File: src/design/source_keyword_loop_io_scanner_macros.svh
// assertion macros for the keyword scanner
`ifndef SOURCE_KEYWORD_LOOP_IO_SCANNER_MACROS_SVH
`define SOURCE_KEYWORD_LOOP_IO_SCANNER_MACROS_SVH

// same-cycle implication
`define SKL_ASSERT_IMPL(lbl, ante, cons) \
  lbl: assert property (@(posedge clk_i) disable iff (!rst_ni) (ante) |-> (cons)) \
    else $error("scanner assertion failed");

// next-cycle implication
`define SKL_ASSERT_NEXT(lbl, ante, cons) \
  lbl: assert property (@(posedge clk_i) disable iff (!rst_ni) (ante) |=> (cons)) \
    else $error("scanner assertion failed");

`endif

File: src/design/skl_pkg.sv
// types, constants and helpers shared by the keyword scanner
`default_nettype none
package skl_pkg;

  typedef enum logic [1:0] {
    LEX_CODE    = 2'd0,
    LEX_STRING  = 2'd1,
    LEX_ESCAPE  = 2'd2,
    LEX_COMMENT = 2'd3
  } lex_mode_e;

  localparam int unsigned WinBytes = 6;
  localparam int unsigned WinFlags = 5;
  localparam int unsigned NumKw    = 5;
  localparam int unsigned KwMaxLen = 6;

  localparam logic [7:0] ChDquote    = 8'h22;
  localparam logic [7:0] ChSquote    = 8'h27;
  localparam logic [7:0] ChHash      = 8'h23;
  localparam logic [7:0] ChBackslash = 8'h5c;
  localparam logic [7:0] ChNewline   = 8'h0a;

  typedef struct packed {
    logic [WinBytes-1:0][7:0] bytes;
    logic [WinFlags-1:0]      code;
    logic [2:0]               count;
  } win_t;

  localparam logic [7:0] KwText [NumKw][KwMaxLen] = '{
    '{8'h66, 8'h6f, 8'h72, 8'h20, 8'h00, 8'h00},
    '{8'h77, 8'h68, 8'h69, 8'h6c, 8'h65, 8'h20},
    '{8'h70, 8'h72, 8'h69, 8'h6e, 8'h74, 8'h28},
    '{8'h69, 8'h6e, 8'h70, 8'h75, 8'h74, 8'h28},
    '{8'h6f, 8'h70, 8'h65, 8'h6e, 8'h28, 8'h00}
  };
  localparam logic [2:0] KwLen [NumKw] = '{3'd4, 3'd6, 3'd6, 3'd6, 3'd5};
  localparam logic KwIsLoop [NumKw] = '{1'b1, 1'b1, 1'b0, 1'b0, 1'b0};

  function automatic logic is_alnum(input logic [7:0] c);
    return (c >= 8'h30 && c <= 8'h39) || (c >= 8'h41 && c <= 8'h5a) ||
           (c >= 8'h61 && c <= 8'h7a);
  endfunction

endpackage
`default_nettype wire

File: src/design/skl_lexer.sv
// lexer mode machine and recent byte window
`default_nettype none
module skl_lexer import skl_pkg::*; (
  input  wire logic       clk_i,
  input  wire logic       rst_ni,
  input  wire logic       step_i,
  input  wire logic       clr_i,
  input  wire logic [7:0] char_i,
  output logic            as_code_o,
  output win_t            win_o
);

  lex_mode_e mode_q, mode_d;
  logic      single_q, single_d;
  win_t      win_q, win_d;

  // next state
  always_comb begin
    mode_d   = mode_q;
    single_d = single_q;
    if (step_i) begin
      case (mode_q)
        LEX_CODE: begin
          if (char_i == ChDquote || char_i == ChSquote) begin
            mode_d   = LEX_STRING;
            single_d = (char_i == ChSquote);
          end else if (char_i == ChHash) begin
            mode_d = LEX_COMMENT;
          end
        end
        LEX_STRING: begin
          if (char_i == ChBackslash) begin
            mode_d = LEX_ESCAPE;
          end else if (char_i == (single_q ? ChSquote : ChDquote)) begin
            mode_d = LEX_CODE;
          end
        end
        LEX_ESCAPE: mode_d = LEX_STRING;
        LEX_COMMENT: begin
          if (char_i == ChNewline) begin
            mode_d = LEX_CODE;
          end
        end
        default: mode_d = LEX_CODE;
      endcase
    end
    if (clr_i) begin
      mode_d   = LEX_CODE;
      single_d = 1'b0;
    end
  end

  // outputs
  always_comb begin
    as_code_o = (mode_q == LEX_CODE);
    win_o     = win_q;
  end

  always_comb begin
    win_d = win_q;
    if (step_i) begin
      win_d.bytes = {win_q.bytes[WinBytes-2:0], char_i};
      win_d.code  = {win_q.code[WinFlags-2:0], as_code_o};
      win_d.count = (win_q.count == 3'd7) ? 3'd7 : win_q.count + 3'd1;
    end
    if (clr_i) begin
      win_d = '0;
    end
  end

  always_ff @(posedge clk_i or negedge rst_ni) begin
    if (!rst_ni) begin
      mode_q   <= LEX_CODE;
      single_q <= 1'b0;
      win_q    <= '0;
    end else begin
      mode_q   <= mode_d;
      single_q <= single_d;
      win_q    <= win_d;
    end
  end

endmodule
`default_nettype wire

File: src/design/skl_match.sv
// keyword compare over the window including the incoming byte
`default_nettype none
module skl_match import skl_pkg::*; (
  input  wire logic       step_i,
  input  wire logic [7:0] char_i,
  input  wire logic       as_code_i,
  input  win_t            win_i,
  output logic            loop_hit_o,
  output logic            io_hit_o
);

  logic [WinBytes:0][7:0] nb;
  logic [WinFlags:0]      nf;
  logic [2:0]             cnt;
  logic                   hit;
  logic [2:0]             idx;

  always_comb begin
    nb  = {win_i.bytes, char_i};
    nf  = {win_i.code, as_code_i};
    cnt = (win_i.count == 3'd7) ? 3'd7 : win_i.count + 3'd1;
    loop_hit_o = 1'b0;
    io_hit_o   = 1'b0;
    hit = 1'b0;
    idx = '0;
    for (int w = 0; w < NumKw; w++) begin
      hit = step_i && (cnt >= KwLen[w]);
      for (int j = 0; j < KwMaxLen; j++) begin
        if (3'(j) < KwLen[w]) begin
          idx = KwLen[w] - 3'd1 - 3'(j);
          if (nb[idx] != KwText[w][j]) begin
            hit = 1'b0;
          end
        end
      end
      if (!nf[KwLen[w] - 3'd1]) begin
        hit = 1'b0;
      end
      if (cnt > KwLen[w] && is_alnum(nb[KwLen[w]])) begin
        hit = 1'b0;
      end
      if (hit) begin
        if (KwIsLoop[w]) begin
          loop_hit_o = 1'b1;
        end else begin
          io_hit_o = 1'b1;
        end
      end
    end
  end

endmodule
`default_nettype wire

File: src/design/source_keyword_loop_io_scanner.sv
// top level of the script keyword scanner
//
//   channel | direction | handshake              | payload
//   in      | input     | in_valid_i / in_stall_o | char_code, has_char, end_of_body
//   out     | output    | out_valid_o / out_stall_i | loop_found, io_found, jittable
//
// one request per cycle while in_stall_o is low; a request is held in the
// input register, then its byte is scanned and, on end of body, the verdict
// is loaded into the result register.
// reset clears the lexer, the window and both flags.
// only an end-of-body request waits on a stalled result register.
`default_nettype none
module source_keyword_loop_io_scanner import skl_pkg::*; (
  input  wire logic       clk_i,
  input  wire logic       rst_ni,
  input  wire logic       in_valid_i,
  output logic            in_stall_o,
  input  wire logic [7:0] char_code_i,
  input  wire logic       has_char_i,
  input  wire logic       end_of_body_i,
  output logic            out_valid_o,
  input  wire logic       out_stall_i,
  output logic            loop_found_o,
  output logic            io_found_o,
  output logic            jittable_o
);

  logic       s1_valid_q, s1_valid_d;
  logic [7:0] char_q;
  logic       has_q, end_q;
  logic       out_valid_q, out_valid_d;
  logic       loop_out_q, io_out_q, jit_out_q;
  logic       loop_q, loop_d, io_q, io_d;
  logic       accept, s1_adv, out_free, load, step, as_code, loop_hit, io_hit;
  win_t       win;

  assign out_free   = !out_valid_q || !out_stall_i;
  assign s1_adv     = s1_valid_q && (!end_q || out_free);
  assign in_stall_o = s1_valid_q && !s1_adv;
  assign accept     = in_valid_i && !in_stall_o;
  assign step       = s1_adv && has_q;
  assign load       = s1_adv && end_q;

  skl_lexer u_lexer (
    .clk_i     (clk_i),
    .rst_ni    (rst_ni),
    .step_i    (step),
    .clr_i     (load),
    .char_i    (char_q),
    .as_code_o (as_code),
    .win_o     (win)
  );

  skl_match u_match (
    .step_i     (step),
    .char_i     (char_q),
    .as_code_i  (as_code),
    .win_i      (win),
    .loop_hit_o (loop_hit),
    .io_hit_o   (io_hit)
  );

  always_comb begin
    loop_d = loop_q || loop_hit;
    io_d   = io_q || io_hit;
    s1_valid_d = accept ? 1'b1 : (s1_adv ? 1'b0 : s1_valid_q);
    out_valid_d = load ? 1'b1 : (out_valid_q && !out_stall_i ? 1'b0 : out_valid_q);
  end

  always_ff @(posedge clk_i or negedge rst_ni) begin
    if (!rst_ni) begin
      s1_valid_q  <= 1'b0;
      out_valid_q <= 1'b0;
      loop_q      <= 1'b0;
      io_q        <= 1'b0;
    end else begin
      s1_valid_q  <= s1_valid_d;
      out_valid_q <= out_valid_d;
      loop_q      <= load ? 1'b0 : loop_d;
      io_q        <= load ? 1'b0 : io_d;
    end
  end

  always_ff @(posedge clk_i) begin
    if (accept) begin
      char_q <= char_code_i;
      has_q  <= has_char_i;
      end_q  <= end_of_body_i;
    end
    if (load) begin
      loop_out_q <= loop_d;
      io_out_q   <= io_d;
      jit_out_q  <= loop_d && !io_d;
    end
  end

  assign out_valid_o  = out_valid_q;
  assign loop_found_o = loop_out_q;
  assign io_found_o   = io_out_q;
  assign jittable_o   = jit_out_q;

`include "source_keyword_loop_io_scanner_macros.svh"

  `SKL_ASSERT_IMPL(a_verdict, out_valid_o && jittable_o, loop_found_o && !io_found_o)
  `SKL_ASSERT_IMPL(a_plain_no_stall, s1_valid_q && !end_q, !in_stall_o)
  `SKL_ASSERT_IMPL(a_end_blocked, s1_valid_q && end_q && out_valid_o && out_stall_i, in_stall_o)
  `SKL_ASSERT_NEXT(a_flags_clear, load, !loop_q && !io_q && out_valid_o)

endmodule
`default_nettype wire
File: config.mk
export PLATFORM = sky130hd
export DESIGN_NAME = source_keyword_loop_io_scanner
export DESIGN_NICKNAME = d
export VERILOG_FILES = /design/src/design/skl_pkg.sv /design/src/design/skl_lexer.sv /design/src/design/skl_match.sv /design/src/design/source_keyword_loop_io_scanner.sv
export VERILOG_INCLUDE_DIRS = /design/src /design/src/design
export SDC_FILE = /design/constraint.sdc
export NUM_CORES = 1
export LEC_CHECK = 0
export BUFFER_PORTS_ARGS = -buffer_cell sky130_fd_sc_hd__buf_2
export CORE_MARGIN = 3
export CORE_UTILIZATION = 60
export CTS_CLUSTER_SIZE = 25
export DETAILED_ROUTE_END_ITERATION = 10
export GPL_TIMING_DRIVEN = 0
export PLACE_DENSITY = 0.89
export SLEW_MARGIN = 20
export SYNTH_ARGS = -nofsm -noshare
export SYNTH_HDL_FRONTEND = slang
export SYNTH_HIERARCHICAL = 1
export SYNTH_SLANG_ARGS = --single-unit
File: constraint.sdc
create_clock -name clk_i -period 4.6 [get_ports clk_i]
set_input_delay 1.15 -clock clk_i [delete_from_list [all_inputs] [get_ports clk_i]]
set_output_delay 1.15 -clock clk_i [all_outputs]
set_load 0.02 [all_outputs]
==> results of run 1 <==
-- layer usage --
| layer | share of wire | up-vias | global-route usage |
|---|---|---|---|
| met3 | 0.064 | 25 | 0.0534 |
| li1 | - | 1305 | - |
| met5 | 0 | - | 0 |
| met2 | 0.50 | 119 | 0.420 |
| met1 | 0.41 | 1419 | 0.315 |
| met4 | 0.021 | 0 | 0.0993 |
-- registers in the layout (all words and copies together), names as in the netlist --
signal,count
char_q,8
end_q,1
has_q,1
io_found_o,1
io_q,1
jittable_o,1
loop_found_o,1
loop_q,1
out_valid_o,1
s1_valid_q,1
u_lexer/mode_q,2
u_lexer/single_q,1
u_lexer/win_o,56
-- path summary, 6_finish.rpt --
check	end	slack, ns
worst max-delay path	jittable_o	1.54
worst min-delay path	u_lexer/win_o[7]	0.53
worst max register to register	jittable_o	1.88
worst min register to register	u_lexer/win_o[7]	0.53
max in group asynchronous	u_lexer/win_o[23]	3.21
min in group asynchronous	u_lexer/win_o[43]	0.89
-- per-stage QoR --
| step | area (um^2) | power [mW] | std cells |
|---|---|---|---|
| after floorplan | 3770 | 0.940 | 342 |
| after global placement | 3950 | 1.00 | 435 |
| after detailed placement | 3950 | 1.01 | 435 |
| after CTS | 4140 | 1.49 | 451 |
| after global routing | 4140 | 1.56 | 451 |
| final | 4140 | 1.49 | 451 |
-- power by group --
part | internal [mW] | switching (mW) | leakage (nW) | total, mW
registers | 0.737 | 0.0704 | 0.977 | 0.808
logic | 0.0843 | 0.115 | 0.763 | 0.199
clock network | 0.245 | 0.237 | 0.0911 | 0.482
total | 1.07 | 0.422 | 1.83 | 1.49
-- kinds of logic (layout without fill, tap and decap cells) --
| family | Yosys count | count (layout) | synth area share |
|---|---|---|---|
| and+or+nand+nor | 147 | 147 | 0.215 |
| DFF | 76 | 76 | 0.522 |
| muxes | 54 | 54 | 0.144 |
| AOI/OAI and AO/OA | 37 | 37 | 0.0781 |
| buffers and inverters | 24 | 58 | 0.0292 |
| adders and majority gates | 3 | 3 | 0.00997 |
| xor gates and xnor gates | 1 | 1 | 0.00233 |
-- worst reg2reg max path: stages, from the launching register on --
cell and delay [ns]:
dfrtp_1 0.44, ha_1 0.29, nor2_1 0.12, or4b_4 0.56, or3_1 0.35, nand2b_1 0.17
o32ai_2 0.30, nor2_1 0.10, inv_1 0.09, nor2_1 0.05
-- cells in the final DEF, fill, tap and decap left out, types with 4 or more instances in the layout --
master    synthesis  layout
nor2_1           70      70
dfrtp_1          63      63
mux2i_1          54      54
buf_2            10      27
nand2_1          16      16
edfxtp_1         13      13
clkbuf_8          0       9
inv_1             8       8
nand2b_1          7       7
nand4_1           7       7
a21oi_1           6       6
nor3_1            5       5
nand4b_1          4       4
nand3_1           4       4
-- cell type report --
type                            instances  area, um^2
Sequential cell                        76        1970
Fill cell                             426        1860
Multi-Input combinational cell        242        1690
Clock buffer                           10         128
Tap cell                               75        93.8
Timing Repair Buffer                   18        92.6
Buffer                                 16        80.1
Clock inverter                          6        55.1
Inverter                                8        30.0
==> results.md, run 1 <==
* # setup viols final at 0
* CP max stage delay at 0.51 ns
* Period utilization at 0.666
* TritonCTS clock tree: built
* Top Ports at 19
* Clk root buf: clkbuf_8
* FP Rows at 28
* Most common cell in the netlist: nor2_1
* Hold Crit Class: flop to flop
* Synth area leaders: dfrtp_1 42%, mux2i_1 14%, edfxtp_1 10%, nor2_1 7.0%, nand2_1 1.6%
* Dominant cell type by area after synthesis: dfrtp_1
* Vias per inst at 6.36
* Post-DRT Antenna Nets at 0
* RSZ-0062 raised after global routing: false
* CP max stage cell: or4b_4
* Critical Path AT at 3.16 ns
* Min Hold Slack at 0.529 ns
* Clock Pin Slew Worst Setup and Hold Paths at 0.08 ns
* Post-synth ARST share at 0.829
* Skew-Pair Late Insertion Delay at 0.35 ns
* Post-Syn Area at 0.00377 mm^2
* Post-CTS Resized at 0
* Initial Utilization at 0.629
* Yosys reg bits at 76
* CP Capture Type: flop
* Peak VDD IR at 0.245 mV
* Sequential element share of the synthesized area at 0.522
* Cts hold-fix bufs at 0
* CTS max path bufs at 2
* Post-CTS repair timing setup buffer count at 0
* R2r worst-path depth at 9
* Initial DRC Count at 287
* DRC viols at 0
* Cell Pwr Density at 360 mW/mm^2
* Crit path cell chain: buf_2 -> a31oi_1 -> nand2_1 -> or4b_4 -> or3_1 -> nand2b_1 -> o32ai_2 -> nor2_1 -> inv_1 -> nor2_1
* Total Die Area at 0.00726 mm^2
* Post-synth top flop: dfrtp_1
* Die extent in y at 85.2 um
* Worst slew pin tran at 0.778 ns
* Peak Freq at 327 MHz
* CP delay by family, top: simple AND/OR/NAND/NOR gates
* Final worst setup slack at 1.54 ns
* Critical path's most frequent cell: nor2_1
* First-pass GRT wire length at 14.1 mm
* Final Hold Violating Endpoints at 0
* Worst setup path startpoint: out_stall_i
* Slew Viols, Final at 0
* Max Cap Viol at 0
* Finished Core Util at 0.690
* Cell count after synthesis at 342
* Synth top cells by count: 70 x nor2_1, 63 x dfrtp_1, 54 x mux2i_1
* FF-to-FF Start: u_lexer/win_o[0]
* TritonCTS Buffers at 9
* Hpwl dp at 5.73 mm
* Count of input and output buffers at 18
* Yosys cell types at 62
* Antenna Cells at 0
* DR vias at 2868
* Worst Hold Depth at 2
* Total wire length at 8.51 mm
* DR WL/cell at 18.9 um
* Setup TNS at 0 ns
* Vias in the first global route at 2872
* Area share of the largest cell type after synthesis at 0.419
* Fraction of layout cells with a size suffix above 1 at 0.154
* Net count, final at 388
* Tot GR Track Use at 0.250
* Initial antenna violation count at 0
* Largest net degree at the start of global routing at 64
* TritonCTS Sinks at 76
* Warnings from Yosys at 6
* Setup WS pre-CTS at 1.24 ns
* Gr ovfl total at 0
* Minimum clock period at 3.06 ns
* Number of flops mapped to enable cells by yosys at 13
* Layout area overhead at 9.80%
* Crit path buffers/inverters at 2
* GPL Wtd Cong at 0.896
* Critical-path maximum fanout at 4
* Status: complete, no violations
* Stages on worst setup path at 10
* Drt pass-1 iters at 7
* Core area at 0.00599 mm^2
* Clock skew at 0.00585 ns
* Die Wd at 85.2 um
* Worst Hold Launch: u_lexer/win_o[7]
* Syn_nets at 359
* Crit path launch type: primary input
* Worst slew margin at 0.481
* Leak pwr at 1.83 nW
* Crit Path Category: primary input to flop
* Syn Area/Cell at 11.0 um^2
* H-tree Lvls at 3
* Worst EP required at 4.70 ns
No activity file was read; power rests on OpenSTA's default activity.
==> run 2: changes to the inputs <==
--- a/config.mk
+++ b/config.mk
@@ -8,11 +8,11 @@
 export LEC_CHECK = 0
 export BUFFER_PORTS_ARGS = -buffer_cell sky130_fd_sc_hd__buf_2
 export CORE_MARGIN = 3
-export CORE_UTILIZATION = 60
+export CORE_UTILIZATION = 55
 export CTS_CLUSTER_SIZE = 25
 export DETAILED_ROUTE_END_ITERATION = 10
 export GPL_TIMING_DRIVEN = 0
-export PLACE_DENSITY = 0.89
+export PLACE_DENSITY = 0.87
 export SLEW_MARGIN = 20
 export SYNTH_ARGS = -nofsm -noshare
 export SYNTH_HDL_FRONTEND = slang
==> constraint.sdc (replaced) <==
create_clock -name clk_i -period 2.8 [get_ports clk_i]
set_input_delay 0.7 -clock clk_i [delete_from_list [all_inputs] [get_ports clk_i]]
set_output_delay 0.7 -clock clk_i [all_outputs]
set_load 0.02 [all_outputs]
==> results.md, run 2 (synthesis gave the netlist of run 1 again) <==
* Worst slew margin at 0.485 (+0.00391)
* Antenna Cells at 0 (unchanged)
* Vias in the first global route at 2734 (-4.8%)
* Initial DRC Count at 224 (-22%)
* Clk root buf: clkbuf_8
* Sw Pwr at 0.680 mW (+61%)
* Largest register FFs at 56 (unchanged)
* Fraction of layout cells with a size suffix above 1 at 0.160 (+0.00532)
* DR WL/cell at 18.0 um (-4.8%)
* Worst slew pin tran at 0.772 ns (-0.00587 ns)
* DRC viols at 0 (unchanged)
* FP Rows at 29 (+3.6%)
* Setup WS pre-CTS at -0.133 ns (-1.37 ns)
* Period utilization at 0.934
* R2r endpoint: jittable_o
* CP Capture Type: flop
* Commonest non-fill, non-tap cell in the layout: nor2_1
* TritonCTS Sinks at 76 (unchanged)
* Crit Path Category: flop to flop
* Clock Pin Slew Worst Setup and Hold Paths at 0.08 ns (about the same)
* Part of the power in combinational logic at 0.131 (-0.003)
* Cell Pwr Density at 590 mW/mm^2 (+64%)
* GPL Wtd Cong at 0.914 (+2.1%)
* H-tree Lvls at 3 (unchanged)
* Initial Utilization at 0.580 (-0.0488)
* Gr ovfl total at 0 (unchanged)
* Most frequent cells in the layout: 70 x nor2_1, 63 x dfrtp_1, 54 x mux2i_1
* Core area at 0.00649 mm^2 (+8.4%)
* Die extent in y at 88.8 um (+4.1%)
* Fillers at 488 (+15%)
* R2r worst-path depth at 9 (unchanged)
* Sequential power share at 0.541 (about the same)
* CTS max path bufs at 2 (unchanged)
* Final Hold Violating Endpoints at 0 (unchanged)
* Critical-path maximum fanout at 6 (+2)
* Crit path launch type: flop
* Status: complete, no violations
* Multi-input gate area at 0.00169 mm^2 (unchanged)
* Cts hold-fix bufs at 0 (unchanged)
* Worst EP required at 2.91 ns (-1.79 ns)
* CP max stage delay at 0.55 ns (+0.04 ns)
* Die Wd at 88.8 um (+4.1%)
* Initial antenna violation count at 0 (unchanged)
* Hold Crit Class: primary input to asynchronous set/reset pin
* Leak pwr at 1.84 nW (+0.43%)
* Slew Viols, Final at 0 (unchanged)
* # setup viols final at 0 (unchanged)
* Drt pass-1 iters at 4 (-3)
* Tot GR Track Use at 0.221 (-0.0285)
* Post-CTS Resized at 0 (unchanged)
* DR vias at 2798 (-2.4%)
* Critical path's most frequent cell: nor2_1
* Crit path cell chain: ha_1 -> nor2_1 -> or4b_4 -> or3_1 -> nand2b_1 -> o32ai_2 -> nor2_1 -> inv_1 -> nor2_1
* Setup TNS at 0 ns (unchanged)
* Total Die Area at 0.00788 mm^2 (+8.4%)
* Clk pwr share at 0.328 (+0.004)
* Critical Path AT at 2.73 ns (-0.43 ns)
* Minimum clock period at 2.62 ns
* Slack of the worst reg-to-reg path at 0.18 ns (-1.70 ns)
* Peak Freq at 382 MHz
* Net Sw Frac at 0.278 (-0.00599)
* Skew-Pair Late Insertion Delay at 0.35 ns (about the same)
* Top Ports at 19 (unchanged)
* Int Pwr at 1.77 mW (+66%)
* Net count, final at 388 (unchanged)
* Largest net degree at the start of global routing at 64 (unchanged)
* Hpwl dp at 5.70 mm (-0.68%)
* Inst Count DP at 437 (+0.46%)
* Post-CTS repair timing setup buffer count at 0 (unchanged)
* Vias per inst at 6.18 (-2.9%)
* Count of input and output buffers at 18 (unchanged)
* TritonCTS Buffers at 9 (unchanged)
* First-pass GRT wire length at 13.2 mm (-6.3%)
* Peak VDD IR at 0.413 mV (+69%)
* TritonCTS clock tree: built
* Cell Count, Final, Fillers Out at 453 (+0.44%)
* CP max stage cell: or4b_4
* Max Cap Viol at 0 (unchanged)
* Final worst setup slack at 0.184 ns (-1.35 ns)
* FF/Latch Area at 0.00197 mm^2 (unchanged)
* Layout area overhead at 10.3%
* RSZ-0062 raised after global routing: false
* FF-to-FF Start: u_lexer/win_o[0]
* Total wire length at 8.14 mm (-4.4%)
* Post-DRT Antenna Nets at 0 (unchanged)
* Clock skew at 0.00882 ns (+0.00297 ns)
==> run 2: power by group through the flow <==
stage / combinational (mW) / sequential, mW / clock (mW)
after detailed placement: 0.321 / 1.34 / 0
after global routing: 0.357 / 1.34 / 0.870
after global placement: 0.305 / 1.34 / 0
final: 0.321 / 1.33 / 0.803
after floorplan: 0.236 / 1.31 / 0
after CTS: 0.323 / 1.32 / 0.817
==> run 2: through the flow <==
stage | hold slack, ns | util | total power [mW] | instance area (um^2)
after global routing | 0.486 | 0.640 | 2.57 | 4150
after detailed placement | 0.506 | 0.609 | 1.66 | 3960
after CTS | 0.458 | 0.640 | 2.46 | 4150
final | 0.434 | 0.640 | 2.45 | 4150
after global placement | 0.497 | 0.609 | 1.64 | 3950
after floorplan | 0.404 | - | 1.54 | 3770
==> run 2: worst max path at each step <==
stage                startpoint          to  depth (start not counted)
5_1_grt        u_lexer/win_o[0]  jittable_o                          9
6_report       u_lexer/win_o[0]  jittable_o                          9
3_5_place_dp        out_stall_i  jittable_o                         10
3_3_place_gp        out_stall_i  jittable_o                         10
2_1_floorplan       out_stall_i  jittable_o                          9
4_1_cts        u_lexer/win_o[0]  jittable_o                          9
==> run 2: final cells by class <==
cell class,instances,area share
timing repair buffer,18,0.0223
clock buffer,14,0.0440
inverter,8,0.00723
tap,77,0.0232
buffer,16,0.0193
sequential,76,0.473
clock inverter,2,0.00392
multi-input combinational,242,0.407
==> run 2: layer usage <==
metal  share of wire  global-route usage  up-vias
met1            0.43               0.289     1391
met4           0.021              0.0797        0
met3           0.059              0.0605       16
met5               0                   0        -
li1                -                   -     1309
met2            0.49               0.355       82
==> run 2: critical path: cells and delay by family, from the launching register on <==
kind	cells	cell delay [ns]
DFF	1	0.44
buffers and inverters	1	0.08
and+or+nand+nor	6	1.31
adders and majority gates	1	0.26
AOI/OAI and AO/OA	1	0.29
==> run 3: changes to the inputs <==
--- a/config.mk
+++ b/config.mk
@@ -7,12 +7,14 @@
 export NUM_CORES = 1
 export LEC_CHECK = 0
 export BUFFER_PORTS_ARGS = -buffer_cell sky130_fd_sc_hd__buf_2
+export CELL_PAD_IN_SITES_DETAIL_PLACEMENT = 1
+export CELL_PAD_IN_SITES_GLOBAL_PLACEMENT = 1
 export CORE_MARGIN = 3
-export CORE_UTILIZATION = 55
+export CORE_UTILIZATION = 44
 export CTS_CLUSTER_SIZE = 25
 export DETAILED_ROUTE_END_ITERATION = 10
 export GPL_TIMING_DRIVEN = 0
-export PLACE_DENSITY = 0.87
+export PLACE_DENSITY = 0.86
 export SLEW_MARGIN = 20
 export SYNTH_ARGS = -nofsm -noshare
 export SYNTH_HDL_FRONTEND = slang
==> results.md, run 3 (synthesis gave the netlist of run 1 again) <==
* Total Die Area at 0.00971 mm^2 (+23%)
* Post-DRT Antenna Nets at 0 (unchanged)
* DP Area at 0.00399 mm^2 (+0.89%)
* Antenna Cells at 0 (unchanged)
* Critical path's most frequent cell: nor2_1
* Initial DRC Count at 95 (-58%)
* Min Hold Slack at 0.449 ns (+0.0152 ns)
* Top Ports at 19 (unchanged)
* Worst slew margin at 0.449 (-0.0362)
* Hold Crit Class: primary input to asynchronous set/reset pin
* TritonCTS Buffers at 9 (unchanged)
* Die extent in y at 98.5 um (+11%)
* Drt pass-1 iters at 4 (unchanged)
* Setup WS pre-CTS at -0.180 ns (-0.0470 ns)
* Cell Pwr Density at 591 mW/mm^2 (+0.11%)
* # setup viols final at 0 (unchanged)
* Vias per inst at 5.80 (-6.1%)
* Hpwl dp at 6.59 mm (+16%)
* GPL Wtd Cong at 0.886 (-3.1%)
* FP Rows at 33 (+14%)
* Tot GR Track Use at 0.199 (-0.0225)
* Slew Viols, Final at 0 (unchanged)
* H-tree Lvls at 3 (unchanged)
* Worst EP required at 2.90 ns (about the same)
* Period utilization at 0.958 (+0.0236)
* Final worst setup slack at 0.117 ns (-0.0661 ns)
* Clock Pin Slew Worst Setup and Hold Paths at 0.07 ns (about the same)
* Max Cap Viol at 0 (unchanged)
* Most frequent cells in the layout: 70 x nor2_1, 63 x dfrtp_1, 54 x mux2i_1
* Skew-Pair Late Insertion Delay at 0.34 ns (about the same)
* Largest net degree at the start of global routing at 64 (unchanged)
* Crit path launch type: flop
* Peak Freq at 373 MHz (-2.5%)
* Cts hold-fix bufs at 0 (unchanged)
* Die Wd at 98.5 um (+11%)
* Critical-path maximum fanout at 6 (unchanged)
* Design Area, Final at 0.00419 mm^2 (+0.78%)
* DR vias at 2789 (-0.32%)
* TritonCTS Sinks at 76 (unchanged)
* Gr ovfl total at 0 (unchanged)
* TritonCTS clock tree: built
* Initial antenna violation count at 0 (unchanged)
* Largest register FFs at 56 (unchanged)
* CP max stage cell: or4b_4
* Status: complete, no violations
* Vias in the first global route at 2964 (+8.4%)
* Crit Path Category: flop to flop
* Inst Count DP at 465 (+6.4%)
* Initial Utilization at 0.456 (-0.124)
* Core area at 0.00826 mm^2 (+27%)
* Post-CTS repair timing setup buffer count at 0 (unchanged)
* Net count, final at 388 (unchanged)
* Commonest non-fill, non-tap cell in the layout: nor2_1
* Layout area overhead at 11.2%
* Critical Path AT at 2.78 ns (+0.05 ns)
* Leak pwr at 1.84 nW (-0.12%)
* Worst slew pin tran at 0.827 ns (+0.0543 ns)
* Peak VDD IR at 0.314 mV (-24%)
* First-pass GRT wire length at 15.3 mm (+16%)
* Cell Count, Final, Fillers Out at 481 (+6.2%)
* Post-CTS Resized at 0 (unchanged)
* Count of input and output buffers at 18 (unchanged)
* Final Hold Violating Endpoints at 0 (unchanged)
* Slack of the worst reg-to-reg path at 0.12 ns (-0.07 ns)
* DR WL/cell at 19.3 um (+7.6%)
* CP Capture Type: flop
* DRC viols at 0 (unchanged)
* Fillers at 927 (+90%)
* Total power at 2.47 mW (+0.90%)
* Crit path cell chain: ha_1 -> nor2_1 -> or4b_4 -> or3_1 -> nand2b_1 -> o32ai_2 -> nor2_1 -> inv_1 -> nor2_1
* Clock skew at 0.0102 ns (+0.00137 ns)
* CTS max path bufs at 2 (unchanged)
* Fraction of layout cells with a size suffix above 1 at 0.152 (-0.00798)
* Total wire length at 9.29 mm (+14%)
* CP max stage delay at 0.56 ns (about the same)
* Finished Core Util at 0.507 (-0.133)
* Clk root buf: clkbuf_8
* Minimum clock period at 2.68 ns (+0.0661 ns)
* Setup TNS at 0 ns (unchanged)
## run 3: cell count changes in the layout (fill, tap and decap cells not counted)
cell	change
clkinv_4	-1
clkbuf_1	+3
clkinv_2	+1
clkinvlp_4	-1
nor4_4	+1
bufinv_16	+1
clkbuf_8	-3
nor4_2	-1
## run 3: per-layer routing
metal  global-route usage  up-vias  routed length (um)
li1                     -     1306                   -
met1                0.264     1429                4260
met2                0.326       40                4610
met3               0.0382       14                 273
met4               0.0714        0                 150
met5                    0        -                   0
## run 3: final cells by class
type	count	area (um^2)	area share
Sequential cell	76	1970	0.470
Multi-Input combinational cell	242	1700	0.406
Clock buffer	14	153	0.0365
Tap cell	105	131	0.0314
Timing Repair Buffer	18	92.6	0.0221
Buffer	16	80.1	0.0191
Clock inverter	2	35.0	0.00837
Inverter	8	30.0	0.00717
## run 3: power breakdown
part	internal (mW)	switching, mW	total (mW)
registers	1.21	0.118	1.33
clock network	0.437	0.372	0.808
logic	0.139	0.196	0.335
total	1.79	0.685	2.47
## run 3: worst max-delay path: cells and delay by family (launching register included)
family | cells | cell delay [ns]
compound gates | 1 | 0.31
buf+inv | 1 | 0.08
flops | 1 | 0.45
simple gates | 6 | 1.33
fa+ha+maj | 1 | 0.28
## run 3: final timing paths
kind | from | end | cells past startpoint
hold / removal | rst_ni | u_lexer/win_o[44] | 1
setup reg to reg | u_lexer/win_o[0] | jittable_o | 9
min in group clk_i | char_code_i[2] | char_q[2] | 1
hold reg to reg | u_lexer/win_o[7] | u_lexer/win_o[7] | 2
max in group asynchronous | rst_ni | u_lexer/win_o[3] | 1
setup / recovery | u_lexer/win_o[0] | jittable_o | 9
